==> config.mk <==
export PLATFORM = sky130hd
export DESIGN_NAME = arp_cache_responder_core_flat
export DESIGN_NICKNAME = d
export VERILOG_FILES = /design/src/hw/rtl/arpc_pkg.sv /design/src/hw/rtl/arpc_ifs.sv /design/src/hw/rtl/arpc_store.sv /design/src/hw/rtl/arp_cache_responder_core.sv /design/src/flat_wrapper.sv
export SDC_FILE = /design/constraint.sdc
export NUM_CORES = 1
export LEC_CHECK = 0
export BUFFER_PORTS_ARGS = -buffer_cell sky130_fd_sc_hd__clkbuf_2
export CELL_PAD_IN_SITES_DETAIL_PLACEMENT = 1
export CELL_PAD_IN_SITES_GLOBAL_PLACEMENT = 2
export CORE_ASPECT_RATIO = 0.9
export CORE_MARGIN = 3
export CORE_UTILIZATION = 42
export CTS_BUF_LIST = sky130_fd_sc_hd__clkbuf_2
export DETAILED_ROUTE_END_ITERATION = 6
export HOLD_SLACK_MARGIN = 0.05
export PLACE_DENSITY = 0.8
export SLEW_MARGIN = 10
export SYNTH_ARGS = -nofsm -noshare
export SYNTH_HDL_FRONTEND = slang
export SYNTH_HIERARCHICAL = 1
export SYNTH_SLANG_ARGS = --single-unit
==> constraint.sdc <==
create_clock -name clk -period 10 [get_ports clk]
set_input_delay 0.5 -clock clk [delete_from_list [all_inputs] [get_ports clk]]
set_output_delay 0.5 -clock clk [all_outputs]
set_load 0.02 [all_outputs]
==> src/hw/rtl/arpc_pkg.sv <==
// Package for the ARP cache responder: sizes, field widths, protocol constants,
// register indexes and the cache write request type. No dependencies.
package arpc_pkg;

  localparam int ENTRIES = 8;
  localparam int IDX_W   = (ENTRIES > 1) ? $clog2(ENTRIES) : 1;

  localparam int IP_W    = 32;
  localparam int MAC_W   = 48;
  localparam int HDR_W   = 16;
  localparam int CFG_IDX_W  = 1;
  localparam int CFG_DATA_W = 48;

  localparam logic [HDR_W-1:0] MIN_FRAME   = 16'd42;
  localparam logic [HDR_W-1:0] HW_ETHERNET = 16'h0001;
  localparam logic [HDR_W-1:0] PROTO_IPV4  = 16'h0800;
  localparam logic [HDR_W-1:0] OP_REQUEST  = 16'd1;

  localparam logic [IP_W-1:0] LOCAL_IP_RESET = 32'h0A00_020F;

  localparam logic [CFG_IDX_W-1:0] CFG_LOCAL_IP  = 1'd0;
  localparam logic [CFG_IDX_W-1:0] CFG_LOCAL_MAC = 1'd1;

  localparam logic OPER_RECEIVE = 1'b0;
  localparam logic OPER_LOOKUP  = 1'b1;

  typedef struct packed {
    logic             en;
    logic [IDX_W-1:0] addr;
    logic [IP_W-1:0]  ip;
    logic [MAC_W-1:0] mac;
  } arpc_wr_t;

endpackage

==> src/hw/rtl/arpc_ifs.sv <==
// Channel interfaces of the ARP cache responder: request in, result out, config write.
// Depends on arpc_pkg for the field widths.
interface arpc_in_if;
  import arpc_pkg::*;
  logic             valid;
  logic             ready;
  logic             operation;
  logic [HDR_W-1:0] frame_length;
  logic [HDR_W-1:0] hw_type;
  logic [HDR_W-1:0] ptype;
  logic [HDR_W-1:0] arp_opcode;
  logic [MAC_W-1:0] src_mac;
  logic [IP_W-1:0]  src_ip;
  logic [IP_W-1:0]  tgt_ip;
  logic [IP_W-1:0]  query_ip;

  modport source (output valid, operation, frame_length, hw_type, ptype, arp_opcode,
                  src_mac, src_ip, tgt_ip, query_ip, input ready);
  modport sink   (input valid, operation, frame_length, hw_type, ptype, arp_opcode,
                  src_mac, src_ip, tgt_ip, query_ip, output ready);
endinterface

interface arpc_out_if;
  import arpc_pkg::*;
  logic             valid;
  logic             ready;
  logic             lookup_hit;
  logic [MAC_W-1:0] lookup_mac;
  logic             packet_accepted;
  logic             send_reply;
  logic [MAC_W-1:0] reply_mac;
  logic [IP_W-1:0]  reply_ip;

  modport source (output valid, lookup_hit, lookup_mac, packet_accepted, send_reply,
                  reply_mac, reply_ip, input ready);
  modport sink   (input valid, lookup_hit, lookup_mac, packet_accepted, send_reply,
                  reply_mac, reply_ip, output ready);
endinterface

interface arpc_cfg_if;
  import arpc_pkg::*;
  logic                  valid;
  logic                  ready;
  logic [CFG_IDX_W-1:0]  index;
  logic [CFG_DATA_W-1:0] data;

  modport source (output valid, index, data, input ready);
  modport sink   (input valid, index, data, output ready);
endinterface

==> src/hw/rtl/arpc_store.sv <==
// Cache storage: IP and MAC memories with one registered read port and one write port,
// plus the per-entry valid bits in flip-flops. Depends on arpc_pkg.
module arpc_store (
  input  logic                           clk,
  input  logic                           rst_n,
  input  logic [arpc_pkg::IDX_W-1:0]     rd_addr,
  output logic [arpc_pkg::IP_W-1:0]      rd_ip,
  output logic [arpc_pkg::MAC_W-1:0]     rd_mac,
  output logic [arpc_pkg::ENTRIES-1:0]   vld,
  input  arpc_pkg::arpc_wr_t             wr
);
  import arpc_pkg::*;

  logic [IP_W-1:0]    ip_mem  [ENTRIES];
  logic [MAC_W-1:0]   mac_mem [ENTRIES];
  logic [IP_W-1:0]    rd_ip_r;
  logic [MAC_W-1:0]   rd_mac_r;
  logic [ENTRIES-1:0] vld_r;

  always_ff @(posedge clk) begin
    if (wr.en) begin
      ip_mem[wr.addr]  <= wr.ip;
      mac_mem[wr.addr] <= wr.mac;
    end
    rd_ip_r  <= ip_mem[rd_addr];
    rd_mac_r <= mac_mem[rd_addr];
  end

  always_ff @(posedge clk) begin
    if (!rst_n) begin
      vld_r <= '0;
    end else if (wr.en) begin
      vld_r[wr.addr] <= 1'b1;
    end
  end

  assign rd_ip  = rd_ip_r;
  assign rd_mac = rd_mac_r;
  assign vld    = vld_r;

endmodule

==> src/hw/rtl/arp_cache_responder_core.sv <==
// ARP cache responder: an eight-entry IPv4-to-MAC cache held in a synchronous memory
// with a registered read. One request is handled at a time. The cache is scanned one
// entry per cycle through the single memory read port, stopping early on a match, and a
// received packet is written back on the final scan cycle. A request passes through the
// scan and done states before its result is loaded into the output register; a rejected
// packet skips the scan and goes straight to the done state. The result sits in an
// output register, so a new request is taken while the previous result waits. Config
// writes are always taken; the local MAC is accepted but not stored, as no result field
// depends on it.
// Depends on arpc_pkg, the arpc_*_if interfaces and arpc_store.
module arp_cache_responder_core (
  input  logic       clk,
  input  logic       rst_n,
  arpc_in_if.sink    in_ch,
  arpc_out_if.source out_ch,
  arpc_cfg_if.sink   cfg_ch
);
  import arpc_pkg::*;

  localparam logic [1:0] ST_IDLE = 2'd0;
  localparam logic [1:0] ST_SCAN = 2'd1;
  localparam logic [1:0] ST_DONE = 2'd2;

  localparam logic [IDX_W-1:0] LAST_IDX = IDX_W'(ENTRIES - 1);

  logic [1:0]       state_r;
  logic [IP_W-1:0]  local_ip_r;

  // item held for the scan
  logic             op_r;
  logic [IP_W-1:0]  key_r;
  logic [MAC_W-1:0] smac_r;

  // scan control
  logic [IDX_W-1:0] iss_r;
  logic             iss_end_r;
  logic             chk_vld_r;
  logic [IDX_W-1:0] chk_idx_r;
  logic             free_found_r;
  logic [IDX_W-1:0] free_idx_r;

  // pending result
  logic             res_hit_r;
  logic [MAC_W-1:0] res_lmac_r;
  logic             res_acc_r;
  logic             res_rep_r;
  logic [MAC_W-1:0] res_rmac_r;
  logic [IP_W-1:0]  res_rip_r;

  // output register
  logic             out_valid_r;
  logic             out_hit_r;
  logic [MAC_W-1:0] out_lmac_r;
  logic             out_acc_r;
  logic             out_rep_r;
  logic [MAC_W-1:0] out_rmac_r;
  logic [IP_W-1:0]  out_rip_r;

  logic               in_fire;
  logic               pkt_ok;
  logic               want_reply;
  logic [IP_W-1:0]    in_key;
  logic [IP_W-1:0]    rd_ip;
  logic [MAC_W-1:0]   rd_mac;
  logic [ENTRIES-1:0] vld;
  logic               ent_vld;
  logic               match;
  logic               last;
  logic               finish;
  logic               free_now;
  logic [IDX_W-1:0]   slot;
  logic               issue;
  logic               load_out;
  arpc_wr_t           wr;

  assign in_ch.ready  = (state_r == ST_IDLE);
  assign in_fire      = in_ch.valid && in_ch.ready;
  assign cfg_ch.ready = 1'b1;

  assign pkt_ok = (in_ch.frame_length >= MIN_FRAME) && (in_ch.hw_type == HW_ETHERNET)
               && (in_ch.ptype == PROTO_IPV4);
  assign want_reply = (in_ch.operation == OPER_RECEIVE) && pkt_ok
                   && (in_ch.arp_opcode == OP_REQUEST) && (in_ch.tgt_ip == local_ip_r);
  assign in_key = (in_ch.operation == OPER_LOOKUP) ? in_ch.query_ip : in_ch.src_ip;

  // check stage sees the entry issued in the previous cycle
  assign ent_vld  = vld[chk_idx_r];
  assign match    = chk_vld_r && ent_vld && (rd_ip == key_r);
  assign last     = chk_vld_r && (chk_idx_r == LAST_IDX);
  assign finish   = (state_r == ST_SCAN) && (match || last);
  assign free_now = chk_vld_r && !ent_vld && !free_found_r;
  assign issue    = (state_r == ST_SCAN) && !iss_end_r;

  // matching entry first, then lowest free entry, else evict entry 0
  always_comb begin
    priority if (match)        slot = chk_idx_r;
    else if (free_found_r)     slot = free_idx_r;
    else if (free_now)         slot = chk_idx_r;
    else                       slot = '0;
  end

  assign wr.en   = finish && (op_r == OPER_RECEIVE);
  assign wr.addr = slot;
  assign wr.ip   = key_r;
  assign wr.mac  = smac_r;

  arpc_store u_store (
    .clk     (clk),
    .rst_n   (rst_n),
    .rd_addr (iss_r),
    .rd_ip   (rd_ip),
    .rd_mac  (rd_mac),
    .vld     (vld),
    .wr      (wr)
  );

  assign load_out = (state_r == ST_DONE) && (!out_valid_r || out_ch.ready);

  // control
  always_ff @(posedge clk) begin
    if (!rst_n) begin
      state_r      <= ST_IDLE;
      local_ip_r   <= LOCAL_IP_RESET;
      iss_r        <= '0;
      iss_end_r    <= 1'b0;
      chk_vld_r    <= 1'b0;
      free_found_r <= 1'b0;
      out_valid_r  <= 1'b0;
    end else begin
      if (cfg_ch.valid && cfg_ch.ready) begin
        unique case (cfg_ch.index)
          CFG_LOCAL_IP:  local_ip_r <= cfg_ch.data[IP_W-1:0];
          CFG_LOCAL_MAC: ;
          default:       ;
        endcase
      end

      unique case (state_r)
        ST_IDLE: begin
          if (in_fire) begin
            iss_r        <= '0;
            iss_end_r    <= 1'b0;
            chk_vld_r    <= 1'b0;
            free_found_r <= 1'b0;
            // rejected packets skip the scan and leave the cache alone
            state_r <= ((in_ch.operation == OPER_LOOKUP) || pkt_ok) ? ST_SCAN : ST_DONE;
          end
        end
        ST_SCAN: begin
          if (issue) begin
            iss_r <= iss_r + 1'b1;
            if (iss_r == LAST_IDX) begin
              iss_end_r <= 1'b1;
            end
          end
          chk_vld_r <= issue;
          if (free_now) begin
            free_found_r <= 1'b1;
          end
          if (finish) begin
            state_r <= ST_DONE;
          end
        end
        ST_DONE: begin
          if (load_out) begin
            state_r <= ST_IDLE;
          end
        end
        default: state_r <= ST_IDLE;
      endcase

      if (load_out) begin
        out_valid_r <= 1'b1;
      end else if (out_ch.ready) begin
        out_valid_r <= 1'b0;
      end
    end
  end

  // payload
  always_ff @(posedge clk) begin
    if (in_fire) begin
      op_r       <= in_ch.operation;
      key_r      <= in_key;
      smac_r     <= in_ch.src_mac;
      res_hit_r  <= 1'b0;
      res_lmac_r <= '0;
      res_acc_r  <= (in_ch.operation == OPER_RECEIVE) && pkt_ok;
      res_rep_r  <= want_reply;
      res_rmac_r <= want_reply ? in_ch.src_mac : '0;
      res_rip_r  <= want_reply ? in_ch.src_ip : '0;
    end
    if (state_r == ST_SCAN) begin
      chk_idx_r <= iss_r;
      if (free_now) begin
        free_idx_r <= chk_idx_r;
      end
      if (match && (op_r == OPER_LOOKUP)) begin
        res_hit_r  <= 1'b1;
        res_lmac_r <= rd_mac;
      end
    end
    if (load_out) begin
      out_hit_r  <= res_hit_r;
      out_lmac_r <= res_lmac_r;
      out_acc_r  <= res_acc_r;
      out_rep_r  <= res_rep_r;
      out_rmac_r <= res_rmac_r;
      out_rip_r  <= res_rip_r;
    end
  end

  assign out_ch.valid           = out_valid_r;
  assign out_ch.lookup_hit      = out_hit_r;
  assign out_ch.lookup_mac      = out_lmac_r;
  assign out_ch.packet_accepted = out_acc_r;
  assign out_ch.send_reply      = out_rep_r;
  assign out_ch.reply_mac       = out_rmac_r;
  assign out_ch.reply_ip        = out_rip_r;

endmodule

==> src/flat_wrapper.sv <==
// flat-port wrapper written by rule: the top's interface ports become plain ports
module arp_cache_responder_core_flat import arpc_pkg::*;
  (clk, rst_n, in_ch_valid, in_ch_operation, in_ch_frame_length, in_ch_hw_type, in_ch_ptype, in_ch_arp_opcode, in_ch_src_mac, in_ch_src_ip, in_ch_tgt_ip, in_ch_query_ip, in_ch_ready, out_ch_valid, out_ch_lookup_hit, out_ch_lookup_mac, out_ch_packet_accepted, out_ch_send_reply, out_ch_reply_mac, out_ch_reply_ip, out_ch_ready, cfg_ch_valid, cfg_ch_index, cfg_ch_data, cfg_ch_ready);
  arpc_in_if in_ch_i ();
  arpc_out_if out_ch_i ();
  arpc_cfg_if cfg_ch_i ();
  input  logic clk;
  input  logic rst_n;
  input wire logic [$bits(in_ch_i.valid)-1:0] in_ch_valid;
  input wire logic [$bits(in_ch_i.operation)-1:0] in_ch_operation;
  input wire logic [$bits(in_ch_i.frame_length)-1:0] in_ch_frame_length;
  input wire logic [$bits(in_ch_i.hw_type)-1:0] in_ch_hw_type;
  input wire logic [$bits(in_ch_i.ptype)-1:0] in_ch_ptype;
  input wire logic [$bits(in_ch_i.arp_opcode)-1:0] in_ch_arp_opcode;
  input wire logic [$bits(in_ch_i.src_mac)-1:0] in_ch_src_mac;
  input wire logic [$bits(in_ch_i.src_ip)-1:0] in_ch_src_ip;
  input wire logic [$bits(in_ch_i.tgt_ip)-1:0] in_ch_tgt_ip;
  input wire logic [$bits(in_ch_i.query_ip)-1:0] in_ch_query_ip;
  output wire logic [$bits(in_ch_i.ready)-1:0] in_ch_ready;
  output wire logic [$bits(out_ch_i.valid)-1:0] out_ch_valid;
  output wire logic [$bits(out_ch_i.lookup_hit)-1:0] out_ch_lookup_hit;
  output wire logic [$bits(out_ch_i.lookup_mac)-1:0] out_ch_lookup_mac;
  output wire logic [$bits(out_ch_i.packet_accepted)-1:0] out_ch_packet_accepted;
  output wire logic [$bits(out_ch_i.send_reply)-1:0] out_ch_send_reply;
  output wire logic [$bits(out_ch_i.reply_mac)-1:0] out_ch_reply_mac;
  output wire logic [$bits(out_ch_i.reply_ip)-1:0] out_ch_reply_ip;
  input wire logic [$bits(out_ch_i.ready)-1:0] out_ch_ready;
  input wire logic [$bits(cfg_ch_i.valid)-1:0] cfg_ch_valid;
  input wire logic [$bits(cfg_ch_i.index)-1:0] cfg_ch_index;
  input wire logic [$bits(cfg_ch_i.data)-1:0] cfg_ch_data;
  output wire logic [$bits(cfg_ch_i.ready)-1:0] cfg_ch_ready;
  assign in_ch_i.valid = in_ch_valid;
  assign in_ch_i.operation = in_ch_operation;
  assign in_ch_i.frame_length = in_ch_frame_length;
  assign in_ch_i.hw_type = in_ch_hw_type;
  assign in_ch_i.ptype = in_ch_ptype;
  assign in_ch_i.arp_opcode = in_ch_arp_opcode;
  assign in_ch_i.src_mac = in_ch_src_mac;
  assign in_ch_i.src_ip = in_ch_src_ip;
  assign in_ch_i.tgt_ip = in_ch_tgt_ip;
  assign in_ch_i.query_ip = in_ch_query_ip;
  assign in_ch_ready = in_ch_i.ready;
  assign out_ch_valid = out_ch_i.valid;
  assign out_ch_lookup_hit = out_ch_i.lookup_hit;
  assign out_ch_lookup_mac = out_ch_i.lookup_mac;
  assign out_ch_packet_accepted = out_ch_i.packet_accepted;
  assign out_ch_send_reply = out_ch_i.send_reply;
  assign out_ch_reply_mac = out_ch_i.reply_mac;
  assign out_ch_reply_ip = out_ch_i.reply_ip;
  assign out_ch_i.ready = out_ch_ready;
  assign cfg_ch_i.valid = cfg_ch_valid;
  assign cfg_ch_i.index = cfg_ch_index;
  assign cfg_ch_i.data = cfg_ch_data;
  assign cfg_ch_ready = cfg_ch_i.ready;
  arp_cache_responder_core u_core (.clk(clk), .rst_n(rst_n), .in_ch(in_ch_i), .out_ch(out_ch_i), .cfg_ch(cfg_ch_i));
endmodule
; Yosys cells after proc, flatten, opt, wreduce, memory -nomap -nowiden
; Memories as Yosys holds them, arrays and structs flattened. A register that Yosys moved wholly into a read port is not among the register bits.
; Cells that the tools add are included.
; W data, S select, Z words.
[classes]
n_bitwise = 4
magnitude_cmp = 4
eq_ne = 15
reduce_logical = 34
addsub = 1
mux = 33
[ops]
columns = cell, count
row1 = $mux W48, 3
row2 = $eq A32 B32 Y1, 2
row3 = $eq A16 B1 Y1 const B, 2
row4 = $mux W32, 1
row5 = $logic_and A1 B1 Y1, 17
row6 = $eq A16 B12 Y1 const B, 1
row7 = $ge A16 B6 Y1 const B, 1
row8 = $mux W3, 5
row9 = $mux W1, 13
row10 = $reduce_and A3 Y1, 3
row11 = $lt A3 B4 Y1 const B, 2
row12 = $mux W2, 4
row13 = $ne A2 B1 Y1 const B, 4
row14 = $or A8 B8 Y8, 1
row15 = $eq A3 B3 Y1 const B, 2
row16 = $pmux W1 S2, 3
row17 = $pmux W2 S3, 1
row18 = $pmux W3 S2, 1
row19 = $reduce_and A2 Y1, 3
row20 = $logic_not A1 Y1, 4
row21 = $ne A2 B2 Y1 const B, 2
row22 = $reduce_and A4 Y1, 1
row23 = $reduce_bool A2 Y1, 2
row24 = $add A3 B1 Y3 const B, 1
row25 = other kinds (8), 12
[word_totals]
ramBits = 640
mem_count = 2
input_bits = 263
reg_bits = 398
[memory_table]
columns = memory, words, width, rd, rd_clocked_by_memory_dff, write_ports, line_no
row1 = u_core.u_store.mac_mem, 8, 48, 1, 1, 1, arpc_store.sv:15  ; logic [MAC_W-1:0] mac_mem [ENTRIES];
row2 = u_core.u_store.ip_mem, 8, 32, 1, 1, 1, arpc_store.sv:14  ; logic [IP_W-1:0] ip_mem [ENTRIES];

; Depth between registers and ports, before layout
[depth]
word_depth = 13
depth_mapped = 7
depth_no_buf = 7

; Hierarchy
; The synthesis kept the hierarchy.
[by_module_without_submodules]
columns = mod, seq_area_each_um2, cells_per_inst, area_each_um2, n_inst
row1 = arpc_store, 20980.1, 1030, 25897.3, 1
row2 = arp_cache_responder_core, 10810.4, 953, 14381.3, 1

; Worst setup path after synthesis
; Ideal clock, no wire load.
[synth_path]
path_type = register to register
startpoint = register u_core.chk_idx_r[0]
endpoint = memory u_core.u_store.ip_mem[0][0], enable pin
t_arrival_ns = 10.084
path_stages_with_launch = 7
path_buffers = 0
setup_slack_ns = -0.830
setup_time_ns = 0.747
t_required_ns = 9.253
path_cell_list = edfxtp_1 -> mux4_2 -> mux2i_2 -> nor4_2 -> a31o_2 -> a32o_1 -> nor4b_1
[synth_between]
elab_cells_between_ends = 17
classes_between = eq/ne: 1 / mux: 7 / reduce/logical: 9
[synth_rtl]
columns = item, line_no
row1 = "start, declared", arp_cache_responder_core.sv:38  ; logic [IDX_W-1:0] chk_idx_r;
row2 = "start signal, assigned", arp_cache_responder_core.sv:194  ; chk_idx_r <= iss_r;
row3 = $bmux W1 S3, arp_cache_responder_core.sv:87  ; assign ent_vld = vld[chk_idx_r];
row4 = $mux W1 (not written as such), arp_cache_responder_core.sv:87
row5 = $logic_not A1 Y1, arp_cache_responder_core.sv:91  ; assign free_now = chk_vld_r && !ent_vld && !free_found_r;
row6 = $logic_and A1 B1 Y1 (2 in a row), arp_cache_responder_core.sv:91
row7 = $mux W3, arp_cache_responder_core.sv:98  ; else if (free_now) slot = chk_idx_r;
row8 = $mux W3, arp_cache_responder_core.sv:97  ; else if (free_found_r) slot = free_idx_r;
row9 = $mux W3 (*), arp_cache_responder_core.sv:96  ; priority if (match) slot = chk_idx_r;
row10 = net u_core.slot[0], arp_cache_responder_core.sv:71  ; logic [IDX_W-1:0] slot;
row11 = "end, declared", arpc_store.sv:14
; Mark *: on every way through the listed nets, which the timed path passes. The rest lies on a longest branch. The select of a mux whose other input is x is not followed.

; Worst setup path in the final report
[layout_path]
startpoint = input port in_ch_ptype[9]
endpoint = register u_core.res_rep_r, data pin
[layout_between]
elab_chain_cells = 5
[layout_lines]
columns = item, line_no
row1 = "start, declared", flat_wrapper.sv:13  ; input wire logic [$bits(in_ch_i.ptype)-1:0] in_ch_ptype;
row2 = $eq A16 B12 Y1, arp_cache_responder_core.sv:81  ; && (in_ch.ptype == PROTO_IPV4);
row3 = $logic_and A1 B1 Y1, arp_cache_responder_core.sv:81
row4 = $logic_and A1 B1 Y1, arp_cache_responder_core.sv:82  ; assign want_reply = (in_ch.operation == OPER_RECEIVE) && pkt_ok
row5 = $logic_and A1 B1 Y1 (2 in a row), arp_cache_responder_core.sv:83  ; && (in_ch.arp_opcode == OP_REQUEST) && (in_ch.tgt_ip == local_ip_r);
row6 = "end signal, assigned", arp_cache_responder_core.sv:189  ; res_rep_r <= want_reply;
row7 = "end, declared", arp_cache_responder_core.sv:46  ; logic res_rep_r;
; No other way between the ends.
; A chain may end at the register's enable or synchronous reset.

==> impl_metrics.tcl <==
set metrics [dict create \
    hold_slack_ns 0.351 \
    wl_mm 101 \
    run_status "finished clean" \
    drv_slew 0 \
    ant_nets 0 \
    holdPathEnd "u_core/out_ch.reply_mac[1]" \
    async_flop_share_pct 0 \
    synth-edff-count 940 \
    hold_path_depth 0 \
    switching_share_pct 24.6 \
    clockRootBuffer "clkbuf_2" \
    ys_ff_latch 1118 \
    finalCriticalPeriod_ns 5.21 \
    end_kind "flop" \
    core_um2 94900 \
    combPwrFrac_pct 6.2 \
    nets 3283 \
    cts.sinks 1118 \
    synthesis.nets 2248 \
    drc 0 \
    grt_max_degree 132 \
    final_util_pct 53.0 \
    max_stage_delay_ns 1.37 \
    crit_top_cell "dlygate4sd3_1" \
    ys_types 47 \
    cts_resized 0 \
    p_clk_share_pct 34.4 \
    syn_to_final_growth_pct 25.0 \
    setup_violations 0 \
    vdd_drop_max_mv 0.0812 \
    worstPathRequired_ns 11.02 \
    cp_slowest_cell "dlygate4sd3_1" \
    path_cells "dlygate4sd3_1 -> clkbuf_2 -> dlygate4sd3_1 -> nor4_1 -> dlygate4sd3_1 -> nand4_1 -> dlygate4sd3_1 -> a2111oi_2 -> and4_4 -> dlygate4sd3_1" \
    maxCapViolCount 0 \
    clock_skew_ns 0.184 \
    cts_tree "done" \
    place_hpwl_mm 50.8 \
    drive_gt1_share_pct 35.9 \
    worst_r2r_path_depth 7 \
    ys_warn_count 6 \
    h-tree-depth 5 \
    max_freq_ghz 0.192 \
    dr_total_vias 22600 \
    track_usage_pct 20.3 \
    crit_type "input port to flop" \
    avgSynthCellArea_um2 20.3 \
    seqPwrFrac_pct 59.4 \
    p_leak_uw 0.0183 \
    finalWeightedCongestion 0.880 \
    multi_input_area_um2 7960 \
    p_sw_uw 2190 \
    grt_pass1_vias 25600 \
    fillCellCount 8948 \
    hold_viol 0 \
    critPathMaxFanout 72 \
    overflow 0 \
    ys_seq_area_share_pct 78.9 \
    worstPathArrival_ns 6.23 \
    syn-cell-area_um2 40300 \
    rrSetupSlack_ns 4.80 \
    viasPerCell 5.04 \
    clockBufferDepth 4 \
    r2r_start "u_core/key_r[29]" \
    ctsHoldBuffers 413 \
    antenna_found_initial 9 \
    cts_made_buffers 297 \
    clk_pin_slew_ns 0.10 \
    synthCells 1983 \
    min_path_type "flop to flop" \
    wl_per_cell_um 22.5 \
    cts_setup_buffers 0 \
    first_pass_iters 5 \
    hp-start "u_core/res_rmac_r[1]" \
    drtIter0Drc 1418 \
    numPortBuffers 378 \
    worst_slew_pin_slew_ns 1.34 \
    seq_area_um2 31800 \
    synth_ff_type "edfxtp_1" \
    grt_pass1_wl_mm 152 \
    internal-power_uw 6700 \
    fin_crit_sh_pct 52.1 \
    rr_endpoint "u_core/u_store/mac_mem[5][0]" \
    dieArea_um2 99700 \
    ioPinCount 397 \
    rows 107 \
    rsz0062_at_grt "false" \
    start_util_pct 42.4 \
    clk_latency_ns 1.45 \
    die_w_um 332 \
    cp-start-kind "input port" \
    relSlewSlack_pct 10.5 \
    p_per_area_nw_per_um2 177 \
    dieHeight_um 300 \
    finalSetupTns_ns 0 \
]
-- sequential cells by signal (all words and copies together) (netlist names), 2 cells and up --
signal	cells
u_core/u_store/rd_mac	48
u_core/res_lmac_r	48
u_core/free_idx_r	3
u_core/u_store/vld	8
u_core/res_rip_r	32
u_core/chk_idx_r	3
u_core/local_ip_r	32
u_core/u_store/mac_mem	384
u_core/key_r	32
u_core/res_rmac_r	48
u_core/iss_r	3
u_core/out_ch.reply_ip	32
u_core/state_r	2
u_core/u_store/ip_mem	256
u_core/u_store/rd_ip	32
u_core/smac_r	48
u_core/out_ch.lookup_mac	48
u_core/out_ch.reply_mac	48
-- logic make-up (layout without fill, tap and decap cells) --
group / after synthesis / count (layout) / share of synthesized area, %
adder cells (fa/ha/maj): 2 / 2 / 0.0621
AO/OA/AOI/OAI: 54 / 54 / 0.867
XOR/XNOR: 64 / 64 / 1.39
buffers and inverters: 133 / 1375 / 1.55
multiplexers: 323 / 323 / 13.4
flip-flops: 1118 / 1118 / 78.9
AND/OR/NAND/NOR: 288 / 288 / 3.78
other: 1 / 11 / 0.00931
-- worst max path at each step --
stage	start	cells past startpoint	slack, ns	to
3_3_place_gp	u_core/key_r[29]	7	5.15	u_core/u_store/mac_mem[5][2]
3_5_place_dp	u_core/key_r[29]	7	5.06	u_core/u_store/mac_mem[3][22]
2_1_floorplan	u_core/chk_idx_r[0]	6	-0.20	u_core/u_store/ip_mem[2][0]
4_1_cts	u_core/key_r[29]	7	4.87	u_core/u_store/mac_mem[5][0]
6_report	in_ch_ptype[9]	10	4.79	u_core/res_rep_r
5_1_grt	u_core/key_r[29]	7	4.71	u_core/u_store/mac_mem[5][4]
-- metal layers --
| layer | vias to the layer above | wire length, um | GRT usage, % | part of all wire (%) |
|---|---|---|---|---|
| li1 | 10000 | - | - | - |
| met1 | 11600 | 40300 | 24.3 | 40 |
| met2 | 812 | 52200 | 35.2 | 52 |
| met3 | 193 | 5820 | 4.85 | 5.8 |
| met4 | 0 | 2630 | 8.45 | 2.6 |
| met5 | - | 0 | 0 | 0 |
-- critical path, delay by kind of cell --
kind,cells,cell delay [ns]
simple gates,3,1.38
compound gates,1,0.54
buf+inv,6,3.78
-- synth_stat cells (2+ instances only) --
| cell type | instances | share of area, % |
|---|---|---|
| edfxtp_1 | 940 | 70 |
| nor4b_1 | 4 | 0.087 |
| nor4_2 | 2 | 0.062 |
| nand3_1 | 10 | 0.12 |
| buf_4 | 2 | 0.037 |
| o21ai_0 | 2 | 0.025 |
| o21a_1 | 10 | 0.19 |
| mux2i_1 | 48 | 1.2 |
| or4_1 | 2 | 0.037 |
| nand2b_1 | 5 | 0.078 |
| clkbuf_1 | 39 | 0.36 |
| nor2b_1 | 2 | 0.031 |
| xnor2_1 | 64 | 1.4 |
| buf_2 | 21 | 0.26 |
| ha_1 | 2 | 0.062 |
| and4_1 | 2 | 0.043 |
| buf_6 | 12 | 0.34 |
| a22oi_1 | 3 | 0.056 |
| nor3_1 | 5 | 0.062 |
| nor4_1 | 12 | 0.19 |
| a32o_1 | 3 | 0.075 |
| and2_1 | 81 | 1.3 |
| a21oi_1 | 28 | 0.35 |
| nand4_1 | 26 | 0.40 |
| nand2_1 | 117 | 1.1 |
| nor4bb_1 | 3 | 0.075 |
| dfxtp_1 | 178 | 8.8 |
| inv_1 | 50 | 0.47 |
| and4b_1 | 3 | 0.075 |
| a211oi_1 | 2 | 0.037 |
| buf_1 | 8 | 0.075 |
| mux2_2 | 112 | 3.1 |
| nor2_1 | 10 | 0.093 |
| mux4_2 | 162 | 9.1 |
-- through the flow --
step | setup slack [ns] | total power, uW | cells | area (um2)
3_5_place_dp | 5.06 | 5800 | 3559 | 43600
5_1_grt | 4.71 | 9330 | 4486 | 50300
4_1_cts | 4.87 | 9000 | 4478 | 50300
2_1_floorplan | -0.201 | 5620 | 1983 | 40300
3_3_place_gp | 5.15 | 5780 | 3559 | 43600
6_report | 4.79 | 8890 | 4488 | 50300
-- power by group through the flow --
stage / clock (uW) / sequential, uW / combinational [uW]
2_1_floorplan: 0 / 5400 / 215
3_3_place_gp: 0 / 5370 / 409
3_5_place_dp: 0 / 5390 / 416
4_1_cts: 3170 / 5280 / 542
5_1_grt: 3440 / 5300 / 587
6_report: 3060 / 5280 / 548
-- final cells by class --
cell class	instances	area share, %
Sequential cell	1118	63.2
Clock inverter	63	0.649
Inverter	51	0.395
Clock buffer	443	4.40
Timing Repair Buffer	818	12.4
Multi-Input combinational cell	732	15.8
Tap cell	1253	3.11
Antenna cell	10	0.0497
-- cell usage in the layout, fill, tap and decap left out, types with 4 or more instances in the layout --
master | netlist | final
mux4_2 | 162 | 162
dlygate4sd3_1 | 0 | 413
a21oi_1 | 28 | 28
nor3_1 | 5 | 5
clkinv_2 | 0 | 6
buf_4 | 2 | 26
and2_1 | 81 | 81
clkinv_1 | 1 | 49
inv_1 | 50 | 49
o21a_1 | 10 | 10
edfxtp_1 | 940 | 940
nand4_1 | 26 | 26
nand2_1 | 117 | 117
dfxtp_1 | 178 | 175
xnor2_1 | 64 | 64
nand2b_1 | 5 | 4
nor4_1 | 12 | 12
mux2_2 | 112 | 112
clkbuf_2 | 0 | 821
diode_2 | 0 | 10
inv_2 | 0 | 5
nor2_1 | 10 | 10
mux2i_1 | 48 | 48
nand3_1 | 10 | 10
No activity file was read; power rests on OpenSTA's default activity.
